`config.mk`:
```
export PLATFORM = sky130hd
export DESIGN_NAME = transition_table_lookup_top_flat
export DESIGN_NICKNAME = d
export VERILOG_FILES = /design/src/sv/ttl_pkg.sv /design/src/sv/ttl_if.sv /design/src/sv/ttl_slot_store.sv /design/src/sv/ttl_seq.sv /design/src/sv/transition_table_lookup_top.sv /design/src/flat_wrapper.sv
export SDC_FILE = /design/constraint.sdc
export NUM_CORES = 1
export LEC_CHECK = 0
export ABC_AREA = 1
export BUFFER_PORTS_ARGS = -buffer_cell sky130_fd_sc_hd__buf_2
export CORE_MARGIN = 5
export CORE_UTILIZATION = 50
export CTS_BUF_LIST = sky130_fd_sc_hd__clkbuf_16
export DETAILED_ROUTE_END_ITERATION = 12
export PLACE_DENSITY = 0.67
export REMOVE_ABC_BUFFERS = 1
export SKIP_LAST_GASP = 1
export SYNTH_ARGS = -nofsm -noshare
export SYNTH_HDL_FRONTEND = slang
export SYNTH_HIERARCHICAL = 1
export SYNTH_SLANG_ARGS = --single-unit
export TNS_END_PERCENT = 100
```
`constraint.sdc`:
```
create_clock -name clock -period 6.6 [get_ports clock]
set_input_delay 0.99 -clock clock [delete_from_list [all_inputs] [get_ports clock]]
set_output_delay 0.99 -clock clock [all_outputs]
set_load 0.005 [all_outputs]
```
`src/sv/ttl_pkg.sv`:
```
// Package for the transition table lookup block.
// Holds the table size, derived widths, function and status codes and the
// slot write bundle. No dependencies.
`default_nettype none

package ttl_pkg;

   localparam int SLOTS = 8;
   localparam int IDX_W = (SLOTS > 1) ? $clog2(SLOTS) : 1;
   localparam int CNT_W = IDX_W + 1;

   localparam logic [1:0] FUNC_LOOKUP = 2'd0;
   localparam logic [1:0] FUNC_ADD    = 2'd1;
   localparam logic [1:0] FUNC_DELETE = 2'd2;

   localparam logic [1:0] STATUS_DONE      = 2'd0;
   localparam logic [1:0] STATUS_FULL      = 2'd1;
   localparam logic [1:0] STATUS_NOT_FOUND = 2'd2;

   typedef struct packed {
      logic             wr_en;
      logic [IDX_W-1:0] wr_idx;
      logic [15:0]      wr_event;
      logic [15:0]      wr_target;
      logic             cnt_inc;
      logic             cnt_dec;
   } slot_wr_type;

endpackage

`default_nettype wire

```
`src/sv/ttl_if.sv`:
```
// Channel interfaces of the transition table lookup block: request,
// response and control register write. Depends on nothing.
`default_nettype none

interface ttl_req_if;
   logic        valid;
   logic        ready;
   logic [1:0]  func;
   logic [15:0] event_code;
   logic [15:0] target_state;

   modport source (output valid, output func, output event_code,
                   output target_state, input ready);
   modport sink   (input valid, input func, input event_code,
                   input target_state, output ready);
endinterface

interface ttl_rsp_if;
   logic        valid;
   logic        ready;
   logic [15:0] next_state;
   logic [1:0]  status;

   modport source (output valid, output next_state, output status, input ready);
   modport sink   (input valid, input next_state, input status, output ready);
endinterface

interface ttl_csr_if;
   logic        valid;
   logic        ready;
   logic [15:0] own_state_id;

   modport source (output valid, output own_state_id, input ready);
   modport sink   (input valid, input own_state_id, output ready);
endinterface

`default_nettype wire

```
`src/sv/ttl_slot_store.sv`:
```
// Slot storage of the transition table: event and target arrays with a fill
// count. Depends on ttl_pkg.
`default_nettype none

module ttl_slot_store (
   input  wire                     clock,
   input  wire                     reset,
   input  wire [ttl_pkg::IDX_W-1:0] rd_idx,
   input  wire ttl_pkg::slot_wr_type wr,
   output logic [15:0]             rd_event,
   output logic [15:0]             rd_target,
   output logic [ttl_pkg::CNT_W-1:0] count
);
   import ttl_pkg::*;

   logic [15:0]      event_mem [SLOTS];
   logic [15:0]      target_mem [SLOTS];
   logic [CNT_W-1:0] count_ff;
   logic [CNT_W-1:0] count_in;

   // Slots at or above the fill count are empty and their target reads as zero.
   always_comb begin
      rd_event  = event_mem[rd_idx];
      rd_target = (CNT_W'(rd_idx) < count_ff) ? target_mem[rd_idx] : 16'd0;
      count     = count_ff;
      count_in  = count_ff;
      if (wr.cnt_inc) begin
         count_in = count_ff + CNT_W'(1);
      end else if (wr.cnt_dec) begin
         count_in = count_ff - CNT_W'(1);
      end
   end

   always_ff @(posedge clock) begin
      if (reset) begin
         count_ff <= '0;
      end else begin
         count_ff <= count_in;
      end
   end

   always_ff @(posedge clock) begin
      if (wr.wr_en) begin
         event_mem[wr.wr_idx]  <= wr.wr_event;
         target_mem[wr.wr_idx] <= wr.wr_target;
      end
   end

endmodule

`default_nettype wire

```
`src/sv/ttl_seq.sv`:
```
// Sequencer of the transition table: scans one slot per cycle through a
// shared compare, shifts slots down on delete and holds the response word.
// Depends on ttl_pkg and the channel interfaces.
`default_nettype none

module ttl_seq (
   input  wire                        clock,
   input  wire                        reset,
   ttl_req_if.sink                    req_chan,
   ttl_rsp_if.source                  rsp_chan,
   input  wire [15:0]                 own_state_id,
   output logic [ttl_pkg::IDX_W-1:0]  rd_idx,
   input  wire [15:0]                 rd_event,
   input  wire [15:0]                 rd_target,
   input  wire [ttl_pkg::CNT_W-1:0]   count,
   output ttl_pkg::slot_wr_type       wr
);
   import ttl_pkg::*;

   localparam logic [1:0] S_IDLE  = 2'd0;
   localparam logic [1:0] S_SCAN  = 2'd1;
   localparam logic [1:0] S_SHIFT = 2'd2;
   localparam logic [1:0] S_DONE  = 2'd3;

   logic [1:0]       state_ff, state_in;
   logic [CNT_W-1:0] scan_ff, scan_in;
   logic [1:0]       func_ff, func_in;
   logic [15:0]      event_ff, event_in;
   logic [15:0]      target_ff, target_in;
   logic [15:0]      res_next_ff, res_next_in;
   logic [1:0]       res_status_ff, res_status_in;
   logic             rsp_valid_ff, rsp_valid_in;
   logic [15:0]      rsp_next_ff, rsp_next_in;
   logic [1:0]       rsp_status_ff, rsp_status_in;

   logic [CNT_W-1:0] scan_nx;
   logic             scan_end;
   logic [15:0]      cmp_a;
   logic [15:0]      cmp_b;
   logic             cmp_eq;

   assign scan_nx  = scan_ff + CNT_W'(1);
   assign scan_end = (scan_ff == CNT_W'(SLOTS));

   // The one equality compare, shared by lookup and delete.
   assign cmp_a  = (func_ff == FUNC_LOOKUP) ? rd_event : rd_target;
   assign cmp_b  = (func_ff == FUNC_LOOKUP) ? event_ff : target_ff;
   assign cmp_eq = (cmp_a == cmp_b);

   assign req_chan.ready      = (state_ff == S_IDLE);
   assign rsp_chan.valid      = rsp_valid_ff;
   assign rsp_chan.next_state = rsp_next_ff;
   assign rsp_chan.status     = rsp_status_ff;

   always_comb begin
      state_in      = state_ff;
      scan_in       = scan_ff;
      func_in       = func_ff;
      event_in      = event_ff;
      target_in     = target_ff;
      res_next_in   = res_next_ff;
      res_status_in = res_status_ff;
      rsp_valid_in  = rsp_valid_ff && !rsp_chan.ready;
      rsp_next_in   = rsp_next_ff;
      rsp_status_in = rsp_status_ff;
      rd_idx        = scan_ff[IDX_W-1:0];
      wr            = '0;

      unique case (state_ff)
         S_IDLE: begin
            if (req_chan.valid) begin
               func_in       = req_chan.func;
               event_in      = req_chan.event_code;
               target_in     = req_chan.target_state;
               scan_in       = '0;
               res_next_in   = 16'd0;
               res_status_in = STATUS_DONE;
               state_in      = S_SCAN;
            end
         end
         S_SCAN: begin
            case (func_ff)
               FUNC_LOOKUP: begin
                  if (scan_end || rd_target == 16'd0) begin
                     res_next_in = own_state_id;
                     state_in    = S_DONE;
                  end else if (cmp_eq) begin
                     res_next_in = rd_target;
                     state_in    = S_DONE;
                  end else begin
                     scan_in = scan_nx;
                  end
               end
               FUNC_ADD: begin
                  if (count == CNT_W'(SLOTS)) begin
                     res_status_in = STATUS_FULL;
                  end else if (target_ff != 16'd0) begin
                     wr.wr_en     = 1'b1;
                     wr.wr_idx    = count[IDX_W-1:0];
                     wr.wr_event  = event_ff;
                     wr.wr_target = target_ff;
                     wr.cnt_inc   = 1'b1;
                  end
                  state_in = S_DONE;
               end
               FUNC_DELETE: begin
                  if (scan_end) begin
                     res_status_in = STATUS_NOT_FOUND;
                     state_in      = S_DONE;
                  end else if (cmp_eq) begin
                     // A zero target matches the first empty slot and changes nothing.
                     state_in = (rd_target == 16'd0) ? S_DONE : S_SHIFT;
                  end else begin
                     scan_in = scan_nx;
                  end
               end
               default: begin
                  state_in = S_DONE;
               end
            endcase
         end
         S_SHIFT: begin
            rd_idx = scan_nx[IDX_W-1:0];
            if (scan_nx < count) begin
               wr.wr_en     = 1'b1;
               wr.wr_idx    = scan_ff[IDX_W-1:0];
               wr.wr_event  = rd_event;
               wr.wr_target = rd_target;
               scan_in      = scan_nx;
            end else begin
               wr.cnt_dec = 1'b1;
               state_in   = S_DONE;
            end
         end
         S_DONE: begin
            if (!rsp_valid_ff || rsp_chan.ready) begin
               rsp_valid_in  = 1'b1;
               rsp_next_in   = res_next_ff;
               rsp_status_in = res_status_ff;
               state_in      = S_IDLE;
            end
         end
         default: begin
            state_in = S_IDLE;
         end
      endcase
   end

   always_ff @(posedge clock) begin
      if (reset) begin
         state_ff     <= S_IDLE;
         rsp_valid_ff <= 1'b0;
      end else begin
         state_ff     <= state_in;
         rsp_valid_ff <= rsp_valid_in;
      end
   end

   always_ff @(posedge clock) begin
      scan_ff       <= scan_in;
      func_ff       <= func_in;
      event_ff      <= event_in;
      target_ff     <= target_in;
      res_next_ff   <= res_next_in;
      res_status_ff <= res_status_in;
      rsp_next_ff   <= rsp_next_in;
      rsp_status_ff <= rsp_status_in;
   end

endmodule

`default_nettype wire

```
`src/sv/transition_table_lookup_top.sv`:
```
// Top level of the transition table lookup block.
// Depends on ttl_pkg, the channel interfaces, ttl_slot_store and ttl_seq.
//
// The request channel carries one word per operation: a lookup of an event,
// an add of an event and target pair, or a delete of a target. The response
// channel returns one word per request with the next state and a status.
// The control register channel writes the state's own id, which a lookup
// returns when no transition matches; it is always ready. The user must
// write it only while no request is in flight, and the block does not
// enforce it. A lookup or delete scans one slot per cycle through a
// single shared compare. A delete that finds a nonzero target then
// shifts each later slot down by one. The sequencer works on one request
// at a time and the request channel is ready only while it is idle, so
// the next request is accepted at the earliest in the same cycle as the
// response turns valid. The response sits in an output register; if the
// receiver stalls, the next request may still be accepted and worked on,
// and its result waits until the register frees. Reset empties the table
// and clears the own id to zero.
`default_nettype none

module transition_table_lookup_top (
   input  wire       clock,
   input  wire       reset,
   ttl_req_if.sink   req_chan,
   ttl_rsp_if.source rsp_chan,
   ttl_csr_if.sink   csr_chan
);
   import ttl_pkg::*;

   logic [15:0]      own_id_ff;
   logic [15:0]      own_id_in;
   logic [IDX_W-1:0] rd_idx;
   logic [15:0]      rd_event;
   logic [15:0]      rd_target;
   logic [CNT_W-1:0] count;
   slot_wr_type      wr;

   assign csr_chan.ready = 1'b1;
   assign own_id_in = csr_chan.valid ? csr_chan.own_state_id : own_id_ff;

   always_ff @(posedge clock) begin
      if (reset) begin
         own_id_ff <= 16'd0;
      end else begin
         own_id_ff <= own_id_in;
      end
   end

   ttl_slot_store u_store (
      .clock     (clock),
      .reset     (reset),
      .rd_idx    (rd_idx),
      .wr        (wr),
      .rd_event  (rd_event),
      .rd_target (rd_target),
      .count     (count)
   );

   ttl_seq u_seq (
      .clock        (clock),
      .reset        (reset),
      .req_chan     (req_chan),
      .rsp_chan     (rsp_chan),
      .own_state_id (own_id_ff),
      .rd_idx       (rd_idx),
      .rd_event     (rd_event),
      .rd_target    (rd_target),
      .count        (count),
      .wr           (wr)
   );

endmodule

`default_nettype wire
```
`src/flat_wrapper.sv`:
```
// flat-port wrapper written by rule: the top's interface ports become plain ports
module transition_table_lookup_top_flat import ttl_pkg::*;
  (clock, reset, req_chan_valid, req_chan_func, req_chan_event_code, req_chan_target_state, req_chan_ready, rsp_chan_valid, rsp_chan_next_state, rsp_chan_status, rsp_chan_ready, csr_chan_valid, csr_chan_own_state_id, csr_chan_ready);
  ttl_req_if req_chan_i ();
  ttl_rsp_if rsp_chan_i ();
  ttl_csr_if csr_chan_i ();
  input  wire clock;
  input  wire reset;
  input wire logic [$bits(req_chan_i.valid)-1:0] req_chan_valid;
  input wire logic [$bits(req_chan_i.func)-1:0] req_chan_func;
  input wire logic [$bits(req_chan_i.event_code)-1:0] req_chan_event_code;
  input wire logic [$bits(req_chan_i.target_state)-1:0] req_chan_target_state;
  output wire logic [$bits(req_chan_i.ready)-1:0] req_chan_ready;
  output wire logic [$bits(rsp_chan_i.valid)-1:0] rsp_chan_valid;
  output wire logic [$bits(rsp_chan_i.next_state)-1:0] rsp_chan_next_state;
  output wire logic [$bits(rsp_chan_i.status)-1:0] rsp_chan_status;
  input wire logic [$bits(rsp_chan_i.ready)-1:0] rsp_chan_ready;
  input wire logic [$bits(csr_chan_i.valid)-1:0] csr_chan_valid;
  input wire logic [$bits(csr_chan_i.own_state_id)-1:0] csr_chan_own_state_id;
  output wire logic [$bits(csr_chan_i.ready)-1:0] csr_chan_ready;
  assign req_chan_i.valid = req_chan_valid;
  assign req_chan_i.func = req_chan_func;
  assign req_chan_i.event_code = req_chan_event_code;
  assign req_chan_i.target_state = req_chan_target_state;
  assign req_chan_ready = req_chan_i.ready;
  assign rsp_chan_valid = rsp_chan_i.valid;
  assign rsp_chan_next_state = rsp_chan_i.next_state;
  assign rsp_chan_status = rsp_chan_i.status;
  assign rsp_chan_i.ready = rsp_chan_ready;
  assign csr_chan_i.valid = csr_chan_valid;
  assign csr_chan_i.own_state_id = csr_chan_own_state_id;
  assign csr_chan_ready = csr_chan_i.ready;
  transition_table_lookup_top u_core (.clock(clock), .reset(reset), .req_chan(req_chan_i), .rsp_chan(rsp_chan_i), .csr_chan(csr_chan_i));
endmodule
```
### Word level (Yosys, flattened, before mapping)

Memory sizes are Yosys's and may differ from the RTL's.
Cells that the tools add are included.

| storage, ports and cells | value |
|---|---|
| register bits | 97 |
| memory bits (writable) | 256 |
| bits of input ports | 55 |
| output and inout bits | 21 |
| word-level logic and storage cells | 104 |
| memories kept | 2 |

Memories:

| memory | depth | bits a word | rd ports | clocked after memory_dff | write ports | line | text |
|---|---|---|---|---|---|---|---|
| u_core.u_store.event_mem | 8 | 16 | 1 | 0 | 1 | ttl_slot_store.sv:16 | `logic [15:0] event_mem [SLOTS];` |
| u_core.u_store.target_mem | 8 | 16 | 1 | 0 | 1 | ttl_slot_store.sv:17 | `logic [15:0] target_mem [SLOTS];` |

| operators by class | value |
|---|---|
| add/sub/neg operators | 3 |
| magnitude comparators | 2 |
| equal/unequal tests | 22 |
| multiplexer cells | 45 |
| reduce and logical (&&, ||, !) cells | 18 |

Operator list:

| operator | number |
|---|---|
| $mux 16 | 7 |
| $mux 37 | 3 |
| $pmux 36 s2 | 1 |
| $mux 36 | 1 |
| $pmux 16 s2 | 1 |
| $mux 4 | 7 |
| $mux 2 | 10 |
| $eq 16x16->1 | 1 |
| $logic_not 16->1 | 1 |
| $reduce_bool 16->1 | 1 |
| $ne 3x3->1 const B | 5 |
| $pmux 2 s2 | 3 |
| $pmux 4 s3 | 1 |
| $ne 2x2->1 const B | 5 |
| $reduce_and 5->1 | 2 |
| $add 4x1->4 const B | 2 |
| $eq 4x4->1 const B | 2 |
| $mux 1 | 8 |
| $ne 4x4->1 const B | 2 |
| $pmux 2 s4 | 1 |
| $pmux 4 s2 | 1 |
| $eq 2x2->1 const B | 3 |
| $reduce_and 6->1 | 1 |
| $eq 2x1->1 const B | 2 |
| 14 further kinds | 19 |

### Longest topological paths before layout

| depth | value |
|---|---|
| depth after elaboration | 10 |
| gate-level depth with buffers | 27 |
| gate-level depth less buffers | 24 |

### Hierarchy

The synthesis kept the hierarchy.

Modules (own cells, without submodules):

| module | instances | cells each | area each (sq um) | sequential area each (sq um) |
|---|---|---|---|---|
| ttl_slot_store | 1 | 925 | 10686.5 | 7767.4 |
| ttl_seq | 1 | 464 | 4242.8 | 2282.2 |
| transition_table_lookup_top | 1 | 103 | 681.9 | 320.3 |

### Least setup slack after synthesis

No wires, ideal clock.

| path | value |
|---|---|
| path kind | reg-to-reg |
| start | reg u_core.u_seq.state_ff[0] |
| end | reg u_core.u_seq.res_next_ff[0], enable pin |
| library setup time | 0.394 ns |
| data arrival time | 3.644 ns |
| slack | 2.562 ns |
| cell stages (with the launch flop) | 23 |
| cell sequence | dfxtp_1 inv_1 ha_1 buf_2 buf_2 o21ai_0 buf_4 inv_2 buf_4 buf_2 nand3_1 nand3_1 a21oi_1 nand2_1 inv_1 nor2_1 nor2_1 nand2_1 nor2_1 nand3_1 nand2_1 o21ai_0 a21oi_1 |

| between the ends | value |
|---|---|
| cells in the longest elaborated chain, start to end | 8 |

Ends and longest elaborated chain:

| what | line | text |
|---|---|---|
| start, declared | ttl_seq.sv:25 | `logic [1:0] state_ff, state_in;` |
| start signal, assigned | ttl_seq.sv:154 | `state_ff <= state_in;` |
| $eq 2x2->1 * | ttl_seq.sv:69 | `unique case (state_ff)` |
| $mux 3 * | ttl_seq.sv:69 |  |
| via u_core.rd_idx[1] | transition_table_lookup_top.sv:32 | `logic [IDX_W-1:0] rd_idx;` |
| $mem_v2 8x16 / $lt 3x4->1 (equally long branches) | n/a |  |
| $mux 16 * | ttl_slot_store.sv:24 | `rd_target = (CNT_W'(rd_idx) < count_ff) ? target_mem[rd_idx] : 16'd0;` |
| via u_core.rd_target[13] | transition_table_lookup_top.sv:34 | `logic [15:0] rd_target;` |
| $mux 16 / $logic_not 16->1 (equally long branches) | ttl_seq.sv:46, ttl_seq.sv:84 |  |
| $eq 16x16->1 / $logic_or 1x1->1 (equally long branches) | ttl_seq.sv:48, ttl_seq.sv:84 |  |
| $ne 3x3->1 (no line) * | n/a |  |
| $reduce_and 4->1 (no line) * | n/a |  |
| end signal, assigned | ttl_seq.sv:164 | `res_next_ff <= res_next_in;` |
| end, declared | ttl_seq.sv:30 | `logic [15:0] res_next_ff, res_next_in;` |

Mark *: on every way through the listed nets, which the timed path passes. The rest lies on a longest branch.
A chain may end at the register's enable or synchronous reset.

### Worst setup path in the final report

| path | value |
|---|---|
| start | reg u_core.u_seq.state_ff[0] |
| end | reg u_core.u_seq.scan_ff[1], enable pin |

| between the ends | value |
|---|---|
| cells in the longest elaborated chain, start to end | 8 |

Ends and longest elaborated chain:

| what | line | text |
|---|---|---|
| $eq 2x2->1 * | ttl_seq.sv:69 |  |
| $mux 3 * | ttl_seq.sv:69 |  |
| via u_core.rd_idx[2] | transition_table_lookup_top.sv:32 |  |
| $mem_v2 8x16 / $lt 3x4->1 (equally long branches) | n/a |  |
| $mux 16 * | ttl_slot_store.sv:24 |  |
| via u_core.rd_target[14] | transition_table_lookup_top.sv:34 |  |
| $logic_not 16->1 * | ttl_seq.sv:84 | `if (scan_end \|\| rd_target == 16'd0) begin` |
| $logic_or 1x1->1 * | ttl_seq.sv:84 |  |
| $ne 3x3->1 (no line) * | n/a |  |
| $reduce_and 6->1 (no line) * | n/a |  |
| end signal, assigned | ttl_seq.sv:160 | `scan_ff <= scan_in;` |
| end, declared | ttl_seq.sv:26 | `logic [CNT_W-1:0] scan_ff, scan_in;` |

Marked as above.

==> results.py <==
metrics = {
    "power": {
        "power.density_mw_per_mm2": 493.5,
        "p_leak_uw": 0.006620,
        "ir_drop_mv": 0.3667,
    },
    "critical_path": {
        "path_class": "reg -> reg",
        "cp-end-kind": "flop",
        "start_kind": "flop",
        "cp.required_ps": 6780,
        "r2r_slack_ps": 1350,
        "rr_endpoint": "u_core/u_seq/scan_ff[1]$_SDFFCE_PN0P_",
        "critPathSlowestCell": "ha_2",
        "crit_buf_inv": 5,
        "critPathMaxFanout": 40,
        "cp.depth": 17,
        "crit_top_cell": "nand2_1",
        "r2r-start": "u_core/u_seq/state_ff[0]$_SDFFE_PP0P_",
        "cp_slowest_stage_delay_ps": 890,
        "r2r_cells": 17,
        "crit_end": "u_core/u_seq/scan_ff[1]$_SDFFCE_PN0P_",
        "critical_path.top_delay_family": "buffers and inverters",
        "cp.arrival_ps": 5440,
        "critical_path.cell_chain": "inv_1, ha_2, inv_1, nand2_1, o21ai_2, inv_1, buf_4, nand2_1, a21oi_1, nor2_1, nand2_1, nor2_1, a21oi_4, inv_2, nand2_1, o211ai_1, a211oi_2",
        "crit_start": "u_core/u_seq/state_ff[0]$_SDFFE_PP0P_",
    },
    "placement": {
        "hpwlAfterDp_mm": 20.94,
        "portBuffers": 74,
        "placed_cells": 1906,
        "postPlaceCellArea_sq_mm": 0.01625,
        "gp_congestion": 0.8553,
        "place_ws_ps": 1393,
    },
    "routing": {
        "routedWlPerCell_microns": 18.07,
        "firstDrtPassIters": 5,
        "initialDrtViolationCount": 803,
        "dr_total_vias": 10529,
        "drt_wl_total_mm": 35.67,
        "vias_per_cell": 5.334,
        "ant_nets": 0,
        "route.detailed.drc": 0,
    },
    "sta": {
        "finClkSkew_ps": 19.00,
        "hold_violations": 0,
        "relSlewSlack": 0.2947,
        "timing.hold.ws_ps": 416.7,
        "rsz0062_at_grt": "false",
        "worst_slew_pin_slew_ps": 1058,
        "setup_viol": 0,
        "post-route-min-period_ps": 5254,
        "maxSlewViolCount": 0,
        "finalCritPeriodShare": 0.7960,
        "fmax_mhz": 190.3,
        "setup_ws_ps": 1346,
    },
    "final_layout": {
        "synthToLayoutAreaGrowth_pct": 11.41,
        "layout-drive-gt1-share": 0.1096,
        "nNetsFinal": 1618,
        "final_common_cell": "nand2_1",
        "fin_cells": 1974,
        "fillers": 2574,
        "regArea_sq_mm": 0.01037,
        "multi_input_area_sq_mm": 0.004289,
        "design_area_sq_mm": 0.01739,
        "diodes": 0,
        "final_cell_mix": "nand2_1, edfxtp_1, nor2_1, inv_1, nand3_1",
    },
    "clocking": {
        "cts_hold_buf": 0,
        "cts_resized": 0,
        "cts.path.max_buffers": 3,
        "postCtsSetupBuffers": 0,
        "cts_tree": "done",
        "cts_max_level": 2,
        "clk_pin_slew_ps": 60,
        "clkSinkCount": 353,
        "clockRootBuffer": "clkbuf_16",
        "cts_buffers": 37,
        "clk_latency_ps": 530,
    },
    "floorplan": {
        "die_area_sq_mm": 0.03486,
        "rows": 64,
        "die_h_microns": 186.7,
        "start_util": 0.5077,
        "ios": 76,
        "core_sq_mm": 0.03075,
        "die_w_microns": 186.7,
    },
    "synth": {
        "ys_types": 42,
        "synthFlopType": "edfxtp_1",
        "ys_warn_count": 6,
        "synth_async_sr_flop_share": 0,
        "yosysTopAreaCell": "edfxtp_1",
        "synth_edf_count": 330,
        "avgSynthCellArea_sq_um": 10.46,
        "synthTopCellsByArea": "edfxtp_1, nand2_1, nand3_1, nor2_1, inv_1",
        "synth_seq_cells": 353,
        "synth_cells": 1492,
        "yosysSeqAreaShare": 0.6643,
        "syn_area_sq_mm": 0.01561,
        "synth_top_area_frac": 0.6348,
    },
    "min_path": {
        "worstHoldPathType": "reg -> reg",
    },
    "outcome": {
        "status": "complete, no violations",
    },
    "global_routing": {
        "grt_max_degree": 111,
        "antenna_found_initial": 0,
        "grt_usage": 0.2029,
        "grt.overflow.total": 0,
        "grt_pass1_vias": 10528,
        "grt_pass1_wl_mm": 57.14,
    },
    "flow_run": {
        "maxCapViolCount": 0,
    },
}
## registers in the layout (all words and copies together), names as in the netlist
register / cells
u_core/u_store/count: 4
u_core/u_seq/target_ff: 16
u_core/own_id_ff: 16
u_core/u_seq/scan_ff: 4
u_core/u_seq/event_ff: 16
u_core/u_store/target_mem: 128
u_core/u_seq/state_ff: 2
u_core/u_seq/rsp_chan.next_state: 16
u_core/u_seq/res_status_ff: 2
u_core/u_seq/rsp_chan.status: 2
u_core/u_seq/res_next_ff: 16
u_core/u_seq/rsp_chan.valid: 1
u_core/u_seq/func_ff: 2
u_core/u_store/event_mem: 128
## layer usage
layer  track usage  routed length, microns  share of wire
met5             0                       0              0
met4       0.06115                     940          0.026
met3       0.03176                    2067          0.058
met2        0.3384                   17340           0.49
met1        0.2778                   15320           0.43
## layout make-up
class                           count  share of cell area
Tap cell                          396             0.02849
Timing Repair Buffer               92             0.02978
Multi-Input combinational cell    911              0.2466
Clock inverter                     31             0.01230
Sequential cell                   353              0.5962
Inverter                          154             0.03338
Clock buffer                       37             0.05323
## worst min-delay path by stage
stage | slack, ps | end | cells after the start | start
floorplan | 400 | u_core/u_seq/rsp_chan.next_state[0]$_DFFE_PP_ | 0 | u_core/u_seq/res_next_ff[0]$_SDFFCE_PN0P_
global placement | 400 | u_core/u_seq/rsp_chan.next_state[14]$_DFFE_PP_ | 0 | u_core/u_seq/res_next_ff[14]$_SDFFCE_PN0P_
detailed placement | 400 | u_core/u_seq/rsp_chan.next_state[10]$_DFFE_PP_ | 0 | u_core/u_seq/res_next_ff[10]$_SDFFCE_PN0P_
CTS | 410 | u_core/u_seq/rsp_chan.next_state[10]$_DFFE_PP_ | 0 | u_core/u_seq/res_next_ff[10]$_SDFFCE_PN0P_
global route | 440 | u_core/u_seq/rsp_chan.next_state[13]$_DFFE_PP_ | 0 | u_core/u_seq/res_next_ff[13]$_SDFFCE_PN0P_
finish | 420 | u_core/u_seq/rsp_chan.next_state[14]$_DFFE_PP_ | 0 | u_core/u_seq/res_next_ff[14]$_SDFFCE_PN0P_
## metrics by stage
stage	util	setup TNS, ps	power, uW
after floorplan	-	-779370	5581
after global placement	0.5286	0	6595
after detailed placement	0.5286	0	6666
after CTS	0.5656	0	8613
after global routing	0.5656	0	9224
final	0.5656	0	8584
## cells in the mapped netlist, types with 2 or more instances
cell type,instances
inv_2,4
a211oi_1,2
inv_1,149
a21oi_2,2
edfxtp_1,330
buf_8,3
nand2_1,355
buf_6,14
clkbuf_1,20
nor4_1,5
nor2_2,3
buf_4,7
buf_2,23
ha_1,13
o22ai_1,16
or2_2,3
o21ai_1,11
dfxtp_1,23
nand4_1,2
a21oi_1,68
buf_1,6
nor3_1,2
o21ai_0,88
xnor2_1,18
xor2_1,3
nand3_1,136
nor2_1,171
## cells by family after synthesis
kind of cell | count (synthesis) | share of synthesized area
adder cells (fa/ha/maj) | 14 | 0.01170
flip-flops | 353 | 0.6643
XOR/XNOR | 21 | 0.01178
AO/OA/AOI/OAI | 193 | 0.06596
other | 1 | 0.0002402
buffers and inverters | 228 | 0.06740
AND/OR/NAND/NOR | 682 | 0.1786
## power by group
part	total, uW	internal, uW	switching [uW]
sequential	2870	2740	132
clock	1940	1110	838
combinational	3770	1080	2690
total	8580	4920	3660
Power figures use the tool's default switching activity.
